$ cat src/hw/rtl/cmacc_div.sv
// Restoring divider giving floor(num * 2^16 / den) as unsigned Q1.16, capped at 1.0, one bit a cycle.
module cmacc_div #(
  parameter int DW = 32
) (
  input  logic                clk,
  input  logic                rst,
  input  logic                start,
  input  logic [DW-1:0]       num,
  input  logic [DW-1:0]       den,
  output logic                done,
  output logic [16:0]         quot
);

  logic [DW-1:0] rem;
  logic [DW-1:0] dsr;
  logic [15:0]   q;
  logic [4:0]    cnt;
  logic          busy;
  logic [DW:0]   rem2;
  logic          fits;

  // One trial subtraction per cycle.
  assign rem2 = {rem, 1'b0};
  assign fits = rem2 >= {1'b0, dsr};

  always_ff @(posedge clk) begin
    if (rst) begin
      busy <= 1'b0;
      done <= 1'b0;
    end else begin
      done <= 1'b0;
      if (start) begin
        // A ratio of one or more is capped at 1.0 right away.
        if (num >= den) begin
          quot <= 17'h10000;
          done <= 1'b1;
        end else begin
          busy <= 1'b1;
        end
        rem <= num;
        dsr <= den;
        q   <= '0;
        cnt <= 5'd16;
      end else if (busy) begin
        if (fits) begin
          rem <= DW'(rem2 - {1'b0, dsr});
        end else begin
          rem <= DW'(rem2);
        end
        q   <= {q[14:0], fits};
        cnt <= cnt - 5'd1;
        if (cnt == 5'd1) begin
          busy <= 1'b0;
          done <= 1'b1;
          quot <= {1'b0, q[14:0], fits};
        end
      end
    end
  end

  // The divider is only started while idle.
  a_start_idle: assert property (@(posedge clk) disable iff (rst) start |-> !busy)
    else $error("divider started while busy");

endmodule

$ cat config.mk
export PLATFORM = sky130hd
export DESIGN_NAME = cmacc_div
export DESIGN_NICKNAME = d
export VERILOG_FILES = /design/src/hw/rtl/cmacc_div.sv
export SDC_FILE = /design/constraint.sdc
export NUM_CORES = 1
export LEC_CHECK = 0
export BUFFER_PORTS_ARGS = -buffer_cell sky130_fd_sc_hd__clkbuf_2
export CAP_MARGIN = 20
export CORE_UTILIZATION = 37
export CTS_BUF_LIST = sky130_fd_sc_hd__clkbuf_16
export DETAILED_ROUTE_END_ITERATION = 6
export MAX_ROUTING_LAYER = met4
export PLACE_DENSITY_LB_ADDON = 0.15
export RECOVER_POWER = 25
export SLEW_MARGIN = 20
export SYNTH_ARGS = -nofsm -noshare
export SYNTH_HDL_FRONTEND = slang
export SYNTH_SLANG_ARGS = --single-unit
export TNS_END_PERCENT = 50
$ cat constraint.sdc
create_clock -name clk -period 6.7 [get_ports clk]
set_clock_uncertainty 0.05 [all_clocks]
set_input_delay 0.67 -clock clk [delete_from_list [all_inputs] [get_ports clk]]
set_output_delay 0.67 -clock clk [all_outputs]
set_load 0.01 [all_outputs]
After elaboration in Yosys (flattened, before gate mapping)
Index checks and enable logic that the tools add are counted.

Add/sub/neg operators: 2. Magnitude comparators: 2. Eq/ne operators: 3. Multiplexer cells: 17. Bitwise logic cells: 1. Reduce and logical (&&, ||, !) cells: 5.

Operator list (number): 32-bit two-way mux (3); 17-bit two-way mux (4); 33-bit by 32-bit greater-or-equal comparator with 1-bit output (1); 32-bit greater-or-equal comparator (1); 32-bit subtractor (1); 15-bit two-way mux (1); 1-bit two-way mux (8); 5-bit by 1-bit == test with 1-bit output, second input constant (1); 5-bit two-way mux (1); 5-bit by 1-bit subtractor with 5-bit output, second input constant (1); 2-bit AND reduction (2); 4-bit AND reduction (1); 2-bit nonzero test (2); 2-bit by 1-bit inequality test with 1-bit output, second input constant (1); 2-bit inequality test, second input constant (1); 1-bit inverter (1).

Register bits after elaboration: 103. Input port bits: 67. Output and inout port bits: 18. Logic and storage cells: 37.

Depth between registers and ports, before layout
Depth in word-level cells: 4. Depth in mapped cells: 14. Mapped depth without buffers: 12.

Least setup slack after synthesis
No wires, ideal clock.

Path kind: input to register. Start point: input port start. End point: register quot[0], enable pin. Library setup time: 375 ps. Arrival: 4511 ps. Required time: 6275 ps. Setup slack: 1764 ps. Cell stages on the path: 5. Path through: clkdlybuf4s50_2 nor2_1 nor2_1 o21ai_0 and3b_1.

Cells in the longest elaborated chain, start to end: 2.

Ends and longest elaborated chain: start, declared (RTL line 7) `input logic start,`; 2-bit by 1-bit inequality test with 1-bit output (no source line) / 2-bit nonzero test (equally long branches); 4-bit AND reduction (no source line) *; end signal, assigned (RTL line 55) `quot <= {1'b0, q[14:0], fits};`; end, declared (RTL line 11) `output logic [16:0] quot`.

Every way passes the cells marked *; elsewhere a longest branch is shown, timed or not. A chain may end at the register's enable or synchronous reset.

Final worst setup path
Start point: register dsr[1]. End point: register rem[31], data pin.

Cells in the longest elaborated chain, start to end: 4.

Ends and longest elaborated chain: start, declared (RTL line 15) `logic [DW-1:0] dsr;`; start signal, assigned (RTL line 41) `dsr <= den;`; 32-bit subtractor / 33-bit by 32-bit greater-or-equal comparator with 1-bit output (equally long branches) (RTL line 46, 24); 32-bit two-way mux * (RTL line 45) `if (fits) begin`; 32-bit two-way mux * (RTL line 44) `end else if (busy) begin`; 32-bit two-way mux * (RTL line 32) `if (start) begin`; end signal, assigned (RTL line 40) `rem <= num;`; end signal, assigned (RTL line 46) `rem <= DW'(rem2 - {1'b0, dsr});`; end signal, assigned (RTL line 48) `rem <= DW'(rem2);`; end, declared (RTL line 14) `logic [DW-1:0] rem;`.

Every way passes the cells marked *; elsewhere a longest branch is shown, timed or not. The select of a mux whose other input is x is not followed.

==> impl_metrics.env <==
export IMPL_netSwitchingPower_mw=0.564
export IMPL_start_kind="flop"
export IMPL_cts_setup_buffers=0
export IMPL_ys_flop_type="edfxtp_1"
export IMPL_setup_ws_ns=2.46
export IMPL_io_pins=85
export IMPL_internal_power_mw=1.31
export IMPL_synth_adder_area_share=0.126
export IMPL_synth_compound_area_frac=0.129
export IMPL_drt_wirelength_per_cell_microns=16.5
export IMPL_dp_hpwl_mm=11.4
export IMPL_swShare=0.301
export IMPL_ys_seq_area_frac=0.457
export IMPL_dpl_worst_slack_ns=2.48
export IMPL_n_fill_cell=1735
export IMPL_slew_viol_final=37
export IMPL_cts_tree="built"
export IMPL_cts_buffer_depth=2
export IMPL_grt_pass1_vias=4766
export IMPL_io_buffers=84
export IMPL_diodes=0
export IMPL_synth_top_cell_area_share=0.451
export IMPL_relSlewSlack=-0.158
export IMPL_yosysUniqueCellTypes=65
export IMPL_drt_pass1_iter_count=4
export IMPL_clockPowerShare=0.284
export IMPL_fin_crit_ns=4.24
export IMPL_rsz0062_at_grt="no"
export IMPL_synth_mux_area_frac=0.0809
export IMPL_comb_power_share=0.291
export IMPL_dieHeight_microns=137
export IMPL_first_iter_violations=333
export IMPL_synth_common_cells="edfxtp_1 (101), inv_1 (73), ha_1 (66)"
export IMPL_root_buffer="clkbuf_16"
export IMPL_synthTopCellsByArea="edfxtp_1 (45%), ha_1 (12%), mux2_2 (7.2%)"
export IMPL_area_growth_pct=13.6
export IMPL_synth_enable_flop_cells=101
export IMPL_fmax_ghz=0.236
export IMPL_synth_top_family_by_area="compound AO/OA/AOI/OAI gates"
export IMPL_drive_gt1_frac=0.194
export IMPL_failed_checks="capacitance limit, slew limit"
export IMPL_clk_latency_ns=0.35
export IMPL_core_area_sq_um=17500
export IMPL_critical_path_buf_inv_count=2
export IMPL_synth_fp_nets=740
export IMPL_fin_crit_sh=0.632
export IMPL_antenna_found_initial=0
export IMPL_synth_xor_area_share=0.0352
export IMPL_antenna_left=0
export IMPL_rows=48
export IMPL_chipWidth_microns=137
export IMPL_num_nets_final=826
export IMPL_grt_max_degree=54
export IMPL_grt_overflow_total=0
export IMPL_yosysMostFrequentCell="edfxtp_1"
export IMPL_h_tree_depth=3
export IMPL_crit_path_frequent_cell="mux2_2"
export IMPL_hold_viol=0
export IMPL_hp_class="flop to flop"
export IMPL_tightest_slew_ns=1.74
export IMPL_path_cells="inv_1 -> ha_1 -> nor2b_1 -> o31a_1 -> o31ai_2 -> a311oi_2 -> o311ai_2 -> nand2_2 -> a31oi_4 -> buf_4 -> mux2_2 -> mux2_2"
export IMPL_tns_ns=0
export IMPL_synth_area_per_cell_sq_um=11.1
export IMPL_crit_type="flop to flop"
export IMPL_power_leakage_nw=3.26
export IMPL_end_kind="flop"
export IMPL_async_flop_share=0
export IMPL_power_mw=1.88
export IMPL_gp_congestion=0.830
export IMPL_syn_area_sq_um=6730
export IMPL_cts_buffers=9
export IMPL_routed_wl_mm=15.2
export IMPL_cp_top_family="compound AO/OA/AOI/OAI gates"
export IMPL_worst_ep_required_time_ns=6.75
export IMPL_vias_per_cell=5.11
export IMPL_grt_pass1_wl_mm=24.9
export IMPL_clock_sinks=103
export IMPL_ys_ff_latch=103
export IMPL_yosys_area_top_type="edfxtp_1"
export IMPL_drc=0
export IMPL_max_stage_delay_ns=0.67
export IMPL_arrival_ns=4.29
export IMPL_die_area_sq_um=18700
export IMPL_worst_path_max_delay_cell="a31oi_4"
export IMPL_path_max_fanout=20
export IMPL_powerDensity_nw_per_um2=246
export IMPL_p_seq_frac=0.424
export IMPL_cts_resized=0
export IMPL_syn_instance_count=606
export IMPL_setup_viol=0
export IMPL_holdBufCountCts=0
export IMPL_vdd_drop_max_uv=127
export IMPL_grt_usage=0.180
export IMPL_yosysWarnings=0
export IMPL_initial_core_util=0.384
export IMPL_outcome="complete, but fails checks"
export IMPL_clkTransAtPathRegs_ns=0.07
export IMPL_vias=4715
export IMPL_cap_violations=1
export IMPL_yosys_area_share_simple=0.115
## registers in the layout, summed over array words and instances (netlist names)
register	count
q	15
rem	32
cnt	5
dsr	32
busy	1
done	1
quot	17
## layer usage
layer | vias up | share of wire | global-route usage
met4 | 0 | 0.012 | 0.0556
met1 | 2238 | 0.51 | 0.246
li1 | 2385 | - | -
met5 | - | 0 | -
met3 | 11 | 0.028 | 0.0226
met2 | 81 | 0.45 | 0.277
## power by group through the flow
stage | Clock (mW) | Sequential [mW] | Combinational, mW
after floorplan | 0 | 0.807 | 0.419
after global placement | 0 | 0.810 | 0.544
after detailed placement | 0 | 0.811 | 0.545
after CTS | 0.542 | 0.796 | 0.550
after global routing | 0.566 | 0.802 | 0.615
final | 0.534 | 0.796 | 0.547
## logic make-up after synthesis
logic type | after synthesis
multiplexers | 49
flip-flops | 103
adder cells (fa/ha/maj) | 67
buffers and inverters | 86
XOR/XNOR | 27
AO/OA/AOI/OAI | 127
AND/OR/NAND/NOR | 147
## placed cells by master (no fill, tap or decap), types with 6 or more instances in the layout
cell type | Yosys | routed
inv_1 | 73 | 74
xor2_1 | 12 | 12
a21o_1 | 21 | 21
ha_1 | 66 | 66
nand4_1 | 9 | 9
o21bai_1 | 6 | 6
nor2b_1 | 22 | 21
clkbuf_1 | 6 | 27
clkbuf_16 | 0 | 9
mux2i_1 | 6 | 6
o21ai_0 | 23 | 23
edfxtp_1 | 101 | 101
mux2_2 | 43 | 43
nor3_1 | 7 | 7
o21ai_1 | 6 | 6
nand2b_1 | 8 | 8
clkbuf_2 | 0 | 57
xnor2_1 | 15 | 15
nand2_1 | 36 | 36
a21oi_1 | 32 | 32
nor2_1 | 32 | 31
nand3_1 | 10 | 10
## worst register-to-register path, delay by kind of cell, from the launching register on
kind | cells | cell delay [ns]
DFF | 1 | 0.41
muxes | 2 | 0.63
and+or+nand+nor | 2 | 0.29
AOI/OAI and AO/OA | 5 | 1.87
buffers and inverters | 2 | 0.51
adders and majority gates | 1 | 0.23
## area by class of cell
class / count / area (sq um) / share of cell area
inverter: 73 / 274 / 0.0359
timing repair buffer: 88 / 437 / 0.0572
sequential: 103 / 3070 / 0.402
clock buffer: 9 / 225 / 0.0295
tap: 225 / 282 / 0.0369
clock inverter: 7 / 65.1 / 0.00852
multi-input combinational: 417 / 3280 / 0.430
## path summary, 6_finish.rpt
kind / to / from / slack [ns] / cells past startpoint
hold reg to reg: busy / busy / 0.43 / 2
setup reg to reg: rem[31] / dsr[1] / 2.46 / 12
setup / recovery: rem[31] / dsr[1] / 2.46 / 12
hold / removal: busy / busy / 0.43 / 2
## stage by stage
| step | hold slack (ns) | cells | utilization | cell area (sq um) |
|---|---|---|---|---|
| finish | 0.433 | 922 | 0.436 | 7640 |
| global route | 0.451 | 922 | 0.436 | 7640 |
| CTS | 0.435 | 921 | 0.436 | 7640 |
| detailed placement | 0.426 | 905 | 0.419 | 7350 |
| global placement | 0.424 | 905 | 0.419 | 7350 |
| floorplan | 0.396 | 606 | - | 6730 |
Note: power is estimated with default switching activity, not from simulation.
